===== src/rtl/core/lrup_pkg.sv =====
// ----------------------------------------------------------------------------
// lrup_pkg
// Shared types and constants for the LRU page replacement block.
// ----------------------------------------------------------------------------
`default_nettype none

package lrup_pkg;

    localparam int PAGE_W  = 16;
    localparam int LIMIT_W = 4;
    localparam int COUNT_W = 32;

    localparam logic [LIMIT_W-1:0] LIMIT_RESET = 4'd8;
    localparam logic [COUNT_W-1:0] COUNT_MAX   = 32'hFFFF_FFFF;

    typedef logic [PAGE_W-1:0]  t_page;
    typedef logic [LIMIT_W-1:0] t_limit;
    typedef logic [COUNT_W-1:0] t_count;

    // link handed from one cell to the next one down the recency stack
    typedef struct packed {
        t_page  page;     // page held by the cell above
        logic   valid;    // cell above holds a resident page
        logic   last;     // cell above is the least recent resident page
        logic   found;    // lookup page matched at or above this point
        t_page  ev_page;  // page of the least recent cell at or above
    } t_link;

endpackage

`default_nettype wire


===== src/rtl/core/lru_page_replacement.sv =====
// ----------------------------------------------------------------------------
// lru_page_replacement
// Fully associative LRU page tracker built as a recency stack of cells.
// ----------------------------------------------------------------------------
// Usage:
//   A page reference is taken at a rising edge with i_start high and o_busy
//   low. The word is registered, and in the next cycle the stack of cells
//   compares it against every resident page and shifts: cell 0 holds the
//   most recent page, the last valid cell the least recent one.
//   At the edge that ends that pass, o_done is raised for exactly one cycle with
//   o_fault, o_evicted_valid, o_victim_page and o_fault_total. The receiver
//   cannot stall; each word is shown once.
//   o_busy stays high during the compare-and-shift pass of the chain, so no new
//   reference is taken until that pass is done.
//   The frame limit is written through i_cfg_wr_en / i_cfg_wr_data while
//   idle; values above NUM_FRAMES act as NUM_FRAMES, zero faults always.
//   Reset clears every cell, the fault count and sets the limit to 8.
// ----------------------------------------------------------------------------
`default_nettype none

module lru_page_replacement #(
    parameter int NUM_FRAMES = 8
) (
    input  wire                  i_clk,
    input  wire                  i_rst_n,
    input  wire                  i_start,
    input  wire lrup_pkg::t_page  i_page_number,
    input  wire                  i_cfg_wr_en,
    input  wire lrup_pkg::t_limit i_cfg_wr_data,
    output logic                 o_busy,
    output logic                 o_done,
    output logic                 o_fault,
    output logic                 o_evicted_valid,
    output lrup_pkg::t_page      o_victim_page,
    output lrup_pkg::t_count     o_fault_total
);
    import lrup_pkg::*;

    localparam int CW = $clog2(NUM_FRAMES + 1);
    localparam int LW = (CW > LIMIT_W) ? CW : LIMIT_W;

    t_limit r_limit;
    logic   r_go;
    t_page  r_page;
    t_count r_count;
    t_count n_count;

    logic [LW-1:0]         lim_ext;
    logic [LW-1:0]         lim_eff;
    logic                  lim_zero;
    logic                  en;
    logic                  full;
    logic                  hit;
    logic                  fault;
    logic                  evict;
    logic [NUM_FRAMES-1:0] full_vec;
    t_link                 links [0:NUM_FRAMES];

    // configuration register
    always_ff @(posedge i_clk) begin
        if (!i_rst_n) begin
            r_limit <= LIMIT_RESET;
        end else if (i_cfg_wr_en) begin
            r_limit <= i_cfg_wr_data;
        end
    end

    // input capture
    always_ff @(posedge i_clk) begin
        if (!i_rst_n) begin
            r_go <= 1'b0;
        end else begin
            r_go <= i_start && !r_go;
        end
    end

    always_ff @(posedge i_clk) begin
        if (i_start && !r_go) begin
            r_page <= i_page_number;
        end
    end

    assign o_busy = r_go;

    // effective limit, clamped to the number of cells
    assign lim_ext  = LW'(r_limit);
    assign lim_eff  = (lim_ext > LW'(NUM_FRAMES)) ? LW'(NUM_FRAMES) : lim_ext;
    assign lim_zero = (lim_eff == '0);
    assign en       = r_go && !lim_zero;

    // stack is full when the cell at the limit boundary is occupied
    always_comb begin
        for (int i = 0; i < NUM_FRAMES; i++) begin
            full_vec[i] = links[i+1].valid && (lim_eff == LW'(i + 1));
        end
    end
    assign full = |full_vec;

    // head of the chain: the referenced page enters as most recent
    always_comb begin
        links[0].page    = r_page;
        links[0].valid   = 1'b1;
        links[0].last    = 1'b0;
        links[0].found   = 1'b0;
        links[0].ev_page = '0;
    end

    // recency stack
    for (genvar g = 0; g < NUM_FRAMES; g++) begin : g_cell
        logic next_valid;
        if (g == NUM_FRAMES - 1) begin : g_tail
            assign next_valid = 1'b0;
        end else begin : g_body
            assign next_valid = links[g+2].valid;
        end
        lrup_cell u_cell (
            .i_clk        (i_clk),
            .i_rst_n      (i_rst_n),
            .i_en         (en),
            .i_page       (r_page),
            .i_full       (full),
            .i_next_valid (next_valid),
            .i_link       (links[g]),
            .o_link       (links[g+1])
        );
    end

    // result decode
    assign hit   = !lim_zero && links[NUM_FRAMES].found;
    assign fault = !hit;
    assign evict = !lim_zero && fault && full;

    // saturating fault count
    always_comb begin
        n_count = r_count;
        if (r_go && fault && (r_count != COUNT_MAX)) begin
            n_count = r_count + 1'b1;
        end
    end

    always_ff @(posedge i_clk) begin
        if (!i_rst_n) begin
            r_count <= '0;
        end else begin
            r_count <= n_count;
        end
    end

    // output word register
    always_ff @(posedge i_clk) begin
        if (!i_rst_n) begin
            o_done <= 1'b0;
        end else begin
            o_done <= r_go;
        end
    end

    always_ff @(posedge i_clk) begin
        if (r_go) begin
            o_fault         <= fault;
            o_evicted_valid <= evict;
            o_victim_page   <= evict ? links[NUM_FRAMES].ev_page : '0;
            o_fault_total   <= n_count;
        end
    end

endmodule

`default_nettype wire


===== src/rtl/core/lrup_cell.sv =====
// ----------------------------------------------------------------------------
// lrup_cell
// One slot of the recency stack: holds a page, compares it with the lookup
// page and takes the content of the slot above when the stack shifts.
// ----------------------------------------------------------------------------
`default_nettype none

module lrup_cell (
    input  wire                 i_clk,
    input  wire                 i_rst_n,
    input  wire                 i_en,
    input  wire lrup_pkg::t_page i_page,
    input  wire                 i_full,
    input  wire                 i_next_valid,
    input  wire lrup_pkg::t_link i_link,
    output lrup_pkg::t_link     o_link
);
    import lrup_pkg::*;

    t_page r_page;
    logic  r_valid;
    t_page n_page;
    logic  n_valid;
    logic  match;
    logic  last;

    // lookup compare and end-of-stack detect
    assign match = r_valid && (r_page == i_page);
    assign last  = r_valid && !i_next_valid;

    // link to the cell below
    always_comb begin
        o_link.page    = r_page;
        o_link.valid   = r_valid;
        o_link.last    = last;
        o_link.found   = i_link.found || match;
        o_link.ev_page = i_link.ev_page | (last ? r_page : '0);
    end

    // shift from above unless the hit lies above this cell
    always_comb begin
        n_page  = r_page;
        n_valid = r_valid;
        if (i_en && !i_link.found) begin
            n_page  = i_link.page;
            n_valid = i_link.valid && !(i_link.last && i_full);
        end
    end

    always_ff @(posedge i_clk) begin
        r_page <= n_page;
    end

    always_ff @(posedge i_clk) begin
        if (!i_rst_n) begin
            r_valid <= 1'b0;
        end else begin
            r_valid <= n_valid;
        end
    end

endmodule

`default_nettype wire


===== config.mk =====
export PLATFORM = sky130hd
export DESIGN_NAME = lru_page_replacement
export DESIGN_NICKNAME = d
export VERILOG_FILES = /design/src/rtl/core/lrup_pkg.sv /design/src/rtl/core/lru_page_replacement.sv /design/src/rtl/core/lrup_cell.sv
export SDC_FILE = /design/constraint.sdc
export NUM_CORES = 1
export LEC_CHECK = 0
export ABC_AREA = 1
export BUFFER_PORTS_ARGS = -buffer_cell sky130_fd_sc_hd__buf_2
export CAP_MARGIN = 25
export CELL_PAD_IN_SITES_DETAIL_PLACEMENT = 0
export CELL_PAD_IN_SITES_GLOBAL_PLACEMENT = 1
export CORE_MARGIN = 2
export CORE_UTILIZATION = 35
export DETAILED_ROUTE_END_ITERATION = 10
export PLACE_DENSITY_LB_ADDON = 0.2
export SLEW_MARGIN = 20
export SYNTH_ARGS = -nofsm -noshare
export SYNTH_HDL_FRONTEND = slang
export SYNTH_SLANG_ARGS = --single-unit
export TNS_END_PERCENT = 100

===== constraint.sdc =====
create_clock -name i_clk -period 9.7 [get_ports i_clk]
set_input_delay 0.97 -clock i_clk [delete_from_list [all_inputs] [get_ports i_clk]]
set_output_delay 0.97 -clock i_clk [all_outputs]
set_load 0.05 [all_outputs]

# After elaboration in Yosys (flattened, before gate mapping)
# Cells that the tools add are included.
dict set report totals {
  regBits 240
  input_bits 24
  out_inout_bits 52
}
dict set report classes {
  add_sub_neg 1
  n_lt_le_gt_ge 1
  eq_ne 17
  n_mux 10
  bitwise 7
  reduce_logical 84
}
# cell n
set op_table {}
lappend op_table {{equality test 16 bit} 8}
lappend op_table {{two-way mux 16 bit} 8}
lappend op_table {{OR 16 bit} 7}
lappend op_table {{logical AND 1 bit} 51}
lappend op_table {{adder 32 x 1 -> 32 bit, second input constant} 1}
lappend op_table {{two-way mux 32 bit} 1}
lappend op_table {{inequality test 32 bit, second input constant} 1}
lappend op_table {{zero test 1 bit} 24}
lappend op_table {{equality test 4 x 3 -> 1 bit, second input constant} 4}
lappend op_table {{equality test 4 x 2 -> 1 bit, second input constant} 2}
lappend op_table {{OR reduction 8 bit} 1}
lappend op_table {{logical OR 1 bit} 7}
lappend op_table {{equality test 4 x 1 -> 1 bit, second input constant} 1}
lappend op_table {{equality test 4 bit, second input constant} 1}
lappend op_table {{> comparator 4 bit, second input constant} 1}
lappend op_table {{zero test 4 bit} 1}
lappend op_table {{two-way mux 4 bit} 1}

# Logic depth before layout (Yosys ltp)
dict set report depth {
  ltp_word 14
  mapped_depth 17
  depth_no_buf 15
}

# Cells and area by module
# Synthesis repeated with hierarchy kept, for this count alone.
dict set report hier_totals {
  cells_unflattened 1457
  hier_area_um2 12550.8
}
# module n_inst cells_per_inst area_each_um2 seq_area_each_um2
set by_module_without_submodules {}
lappend by_module_without_submodules {lrup_cell 8 115 975.9 500.5}
lappend by_module_without_submodules {lru_page_replacement 1 537 4743.3 2742.6}

# Worst setup path before layout
# OpenSTA, ideal clock, no wires.
dict set report synth_path {
  path_type {reg2reg}
  startpoint {reg r_go (netlist: o_busy)}
  endpoint {reg g_cell[7].u_cell.r_page[0], enable pin}
  setup_time_ns 0.394
  arrival_time_ns 4.492
  required_time_ns 9.306
  path_slack_ns 4.813
  stages_incl_launch_ff 7
  n_path_buf 0
  path_cell_list {dfxtp_1 > nand2_1 > inv_1 > nand3_1 > nor2_1 > nand4_1 > a21oi_1}
}
dict set report synth_between {
  elab_chain_len 2
}
# item line_no
set synth_rtl {}
lappend synth_rtl {{start, declared} lru_page_replacement.sv:43} ;# logic r_go;
lappend synth_rtl {{start signal, assigned} lru_page_replacement.sv:73} ;# r_go <= i_start && !r_go;
lappend synth_rtl {{logical AND 1 bit} lru_page_replacement.sv:89} ;# assign en = r_go && !lim_zero;
lappend synth_rtl {{named net en} lru_page_replacement.sv:51} ;# logic en;
lappend synth_rtl {{logical AND 1 bit} lrup_cell.sv:44} ;# if (i_en && !i_link.found) begin
lappend synth_rtl {{end signal, assigned} lrup_cell.sv:51} ;# r_page <= n_page;
lappend synth_rtl {{end, declared} lrup_cell.sv:20} ;# t_page r_page;
# The timed path passes the listed nets, and every way through them passes these cells.
# A chain may end at the register's enable or synchronous reset.

# Worst setup path in the final report
dict set report layout_path {
  startpoint {reg r_page[1]}
  endpoint {reg o_fault_total[5] (data pin)}
}
dict set report layout_between {
  elab_chain_len 14
  elab_cells_between_ends 28
  cone_classes {8 x eq/ne; 1 x mux; 19 x reduce/logical}
}
# item line_no
set layout_rtl {}
lappend layout_rtl {{start, declared} lru_page_replacement.sv:44} ;# t_page r_page;
lappend layout_rtl {{start signal, assigned} lru_page_replacement.sv:79} ;# r_page <= i_page_number;
lappend layout_rtl {{equality test 16 bit} lrup_cell.sv:28} ;# assign match = r_valid && (r_page == i_page);
lappend layout_rtl {{logical AND 1 bit} lrup_cell.sv:28}
lappend layout_rtl {{logical OR 1 bit (6 in a row)} lrup_cell.sv:36} ;# o_link.found = i_link.found || match;
lappend layout_rtl {{logical OR 1 bit (*)} lrup_cell.sv:36}
lappend layout_rtl {{logical AND 1 bit (*)} lru_page_replacement.sv:129} ;# assign hit = !lim_zero && links[NUM_FRAMES].found;
lappend layout_rtl {{zero test 1 bit (*)} lru_page_replacement.sv:130} ;# assign fault = !hit;
lappend layout_rtl {{logical AND 1 bit (*) (2 in a row)} lru_page_replacement.sv:136} ;# if (r_go && fault && (r_count != COUNT_MAX)) begin
lappend layout_rtl {{two-way mux 32 bit (*)} lru_page_replacement.sv:136}
lappend layout_rtl {{named net n_count[5]} lru_page_replacement.sv:46} ;# t_count n_count;
lappend layout_rtl {{end signal, assigned} lru_page_replacement.sv:163} ;# o_fault_total <= n_count;
lappend layout_rtl {{end, declared} lru_page_replacement.sv:35} ;# output lrup_pkg::t_count o_fault_total
# The timed path passes the listed nets; every way through them passes the cells marked *.

==> impl_metrics.ini <==
[run_status]
status = complete, no violations

[global_routing]
grt_pass1_vias = 9930
gr-total-overflow = 0
grt_first_pass_wirelength_mm = 62.4
grt_usage_pct = 23.2
grt_max_degree = 52
antenna_found_initial = 0

[cts]
clockRootBuffer = clkbuf_16
tritoncts = built
cts_made_buffers = 29
htreeDepth = 1
cts.sinks = 240
post-cts-setup-buffers = 0
clock_latency_ps = 570
clock_path_buffers = 3
cts_hold_buf = 0
path_clk_slew_ps = 60
cts_resized = 0

[timing]
max_freq_ghz = 0.276
setup_viol = 0
slew_violations = 0
rsz0062_at_grt = false
relSlewSlack_pct = 37.5
post-route-period-util_pct = 37.4
timing.hold.ws_ps = 450
hold_viol = 0
worst_pin_slew_ps = 913
skew_ps = 12.0
fin_tns_setup_ps = 0
min_period_ps = 3630

[floorplanning]
io_pins = 76
dieArea_mm2 = 0.0364
fp.dieH_um = 191
die_w_um = 191
start_util_pct = 35.4
rows = 68
coreArea_mm2 = 0.0345

[worst_hold_path]
hold_path.class = flip-flop to flip-flop

[logic_synthesis]
ys_ff_latch = 240
synth_enable_flop_cells = 194
synth_area_leader_cell = edfxtp_1
yosys.area.top_type_share_pct = 47.7
syn_area_per_cell_um2 = 8.63
synth_nets = 1439
ys.flop_type = edfxtp_1
synth_area_mm2 = 0.0122
ys_warn_count = 0
synth.top_cells.by_area = edfxtp_1 48%, nand2_1 14%, dfxtp_1 7.5%
synth_cell_types = 40
ys_seq_area_share_pct = 55.3
async_flop_share_pct = 0
syn_inst = 1414

[setup_path]
worstPathMaxFanout = 37
crit_type = flip-flop to flip-flop
required_ps = 10010
arrival_ps = 3930
critPathLaunchType = flip-flop
crit_path_end_kind = flip-flop

[finish]
nets = 1522
instances_no_fill = 1973
drive_above_1_share_pct = 11.7
finish.utilization_pct = 40.7
syn_to_final_growth_pct = 15.0
n_antenna_cell = 0

[drt]
wl_mm = 41.5
drtIter0Drc = 884
wl_per_cell_um = 21.0
ant_nets = 0
drt_pass1_iterations = 5
vias = 10100
drc = 0
viasPerCell = 5.12

[pwr]
power.total_w = 0.00257
p_leak_nw = 5.93
p_per_area_mw_per_mm2 = 183
peakVddDrop_mv = 0.138

[placement]
dp_hpwl_mm = 31.7
dp.cells = 1921
io_buffers = 75
globalplace.congestion = 0.938

[flow_run]
max_cap_violations = 0
final cells by class:
cell class | count | area (µm²)
Fill cell | 3521 | 20400
Sequential cell | 240 | 6750
Multi-Input combinational cell | 954 | 4570
Clock buffer | 37 | 786
Inverter | 183 | 687
Tap cell | 455 | 569
Timing Repair Buffer | 89 | 480
Clock inverter | 15 | 193
metrics by stage:
stage	instance area (µm²)	setup WS, ps
floorplan	12200	4810
global placement	13100	6080
detailed placement	13100	6030
CTS	14000	6010
global route	14000	5720
finish	14000	6070
logic make-up after synthesis:
kind of cell / share of synthesized area [%]
xor gates and xnor gates: 3.95
and+or+nand+nor: 25.9
buffers and inverters: 7.32
adders and majority gates: 0.103
DFF: 55.3
AOI/OAI and AO/OA: 7.43
worst paths after layout:
check                                        from                              endpoint  slack, ps  depth (start not counted)
max reg2reg                   r_page[1]$_DFFE_PP_            o_fault_total[5]$_DFFE_PP_       6070                         12
min reg2reg  g_cell[2].u_cell.r_page[1]$_DFFE_PP_  g_cell[3].u_cell.r_page[1]$_DFFE_PP_        450                          0
max                           r_page[1]$_DFFE_PP_            o_fault_total[5]$_DFFE_PP_       6070                         12
min          g_cell[2].u_cell.r_page[1]$_DFFE_PP_  g_cell[3].u_cell.r_page[1]$_DFFE_PP_        450                          0
report_power, final:
group / total, W / switching, W / leakage [nW] / internal [W]
combinational: 0.000241 / 0.000179 / 3.25 / 0.0000626
clock: 0.00113 / 0.000449 / 0.485 / 0.000678
sequential: 0.00120 / 0.0000480 / 2.20 / 0.00116
placed cells by master, fill, tap and decap left out, drive strengths merged, types with 3 or more instances in the layout:
cell and instances:
nand3 41, nor3 24, buf 89, a21oi 51, nor2 144, nor3b 3
bufinv 4, nand2 467, o22ai 12, a221oi 10, edfxtp 194, xor2 35
xnor2 20, o2111ai 5, nor4 7, clkinv 8, inv 186, nand4 58
clkbuf 37, a2111oi 5, o21ai 45, or2 4, dfxtp 46, o211ai 3
o221ai 8, a41oi 3
flip-flops by register name, indices dropped and copies added (netlist names):
name	cells
g_cell.u_cell.r_page	128
g_cell.u_cell.r_valid	8
lim_ext	4
o_busy	1
o_done	1
o_evicted_valid	1
o_fault	1
o_fault_total	32
o_victim_page	16
r_count	32
r_page	16
metal layers:
metal	routed length, µm	share of wire (%)	global-route usage, %	up-vias
met2	17800	43	34.7	313
met5	0	0	0	-
met4	903	2.2	5.81	0
li1	-	-	-	4869
met3	2410	5.8	2.47	53
met1	20400	49	35.4	4858
worst max-delay path, stage by stage, from the launching register on:
cell	delay, ps
edfxtp_1	700
inv_2	230
or2_2	340
o211ai_1	90
nor2_1	110
nand3_2	110
nand2_1	70
nor2_1	130
nand2_2	110
nand2_4	330
nand3_2	730
nand2_1	310
nand2_1	80
cells in the mapped netlist, drive strengths merged, types with 2 or more instances:
library cell	n
o21ai	45
nand3	41
o211ai	3
o221ai	8
nor3b	3
dfxtp	46
nand3b	2
nor2	144
edfxtp	194
xnor2	20
nand2	467
a41oi	3
inv	183
o2111ai	5
or2	4
nor4	7
nand4	58
a221oi	10
buf	24
a31oi	2
clkbuf	13
and3	2
nor3	24
a21oi	51
a2111oi	5
o22ai	12
xor2	35
(Power assumes the default switching activity.)
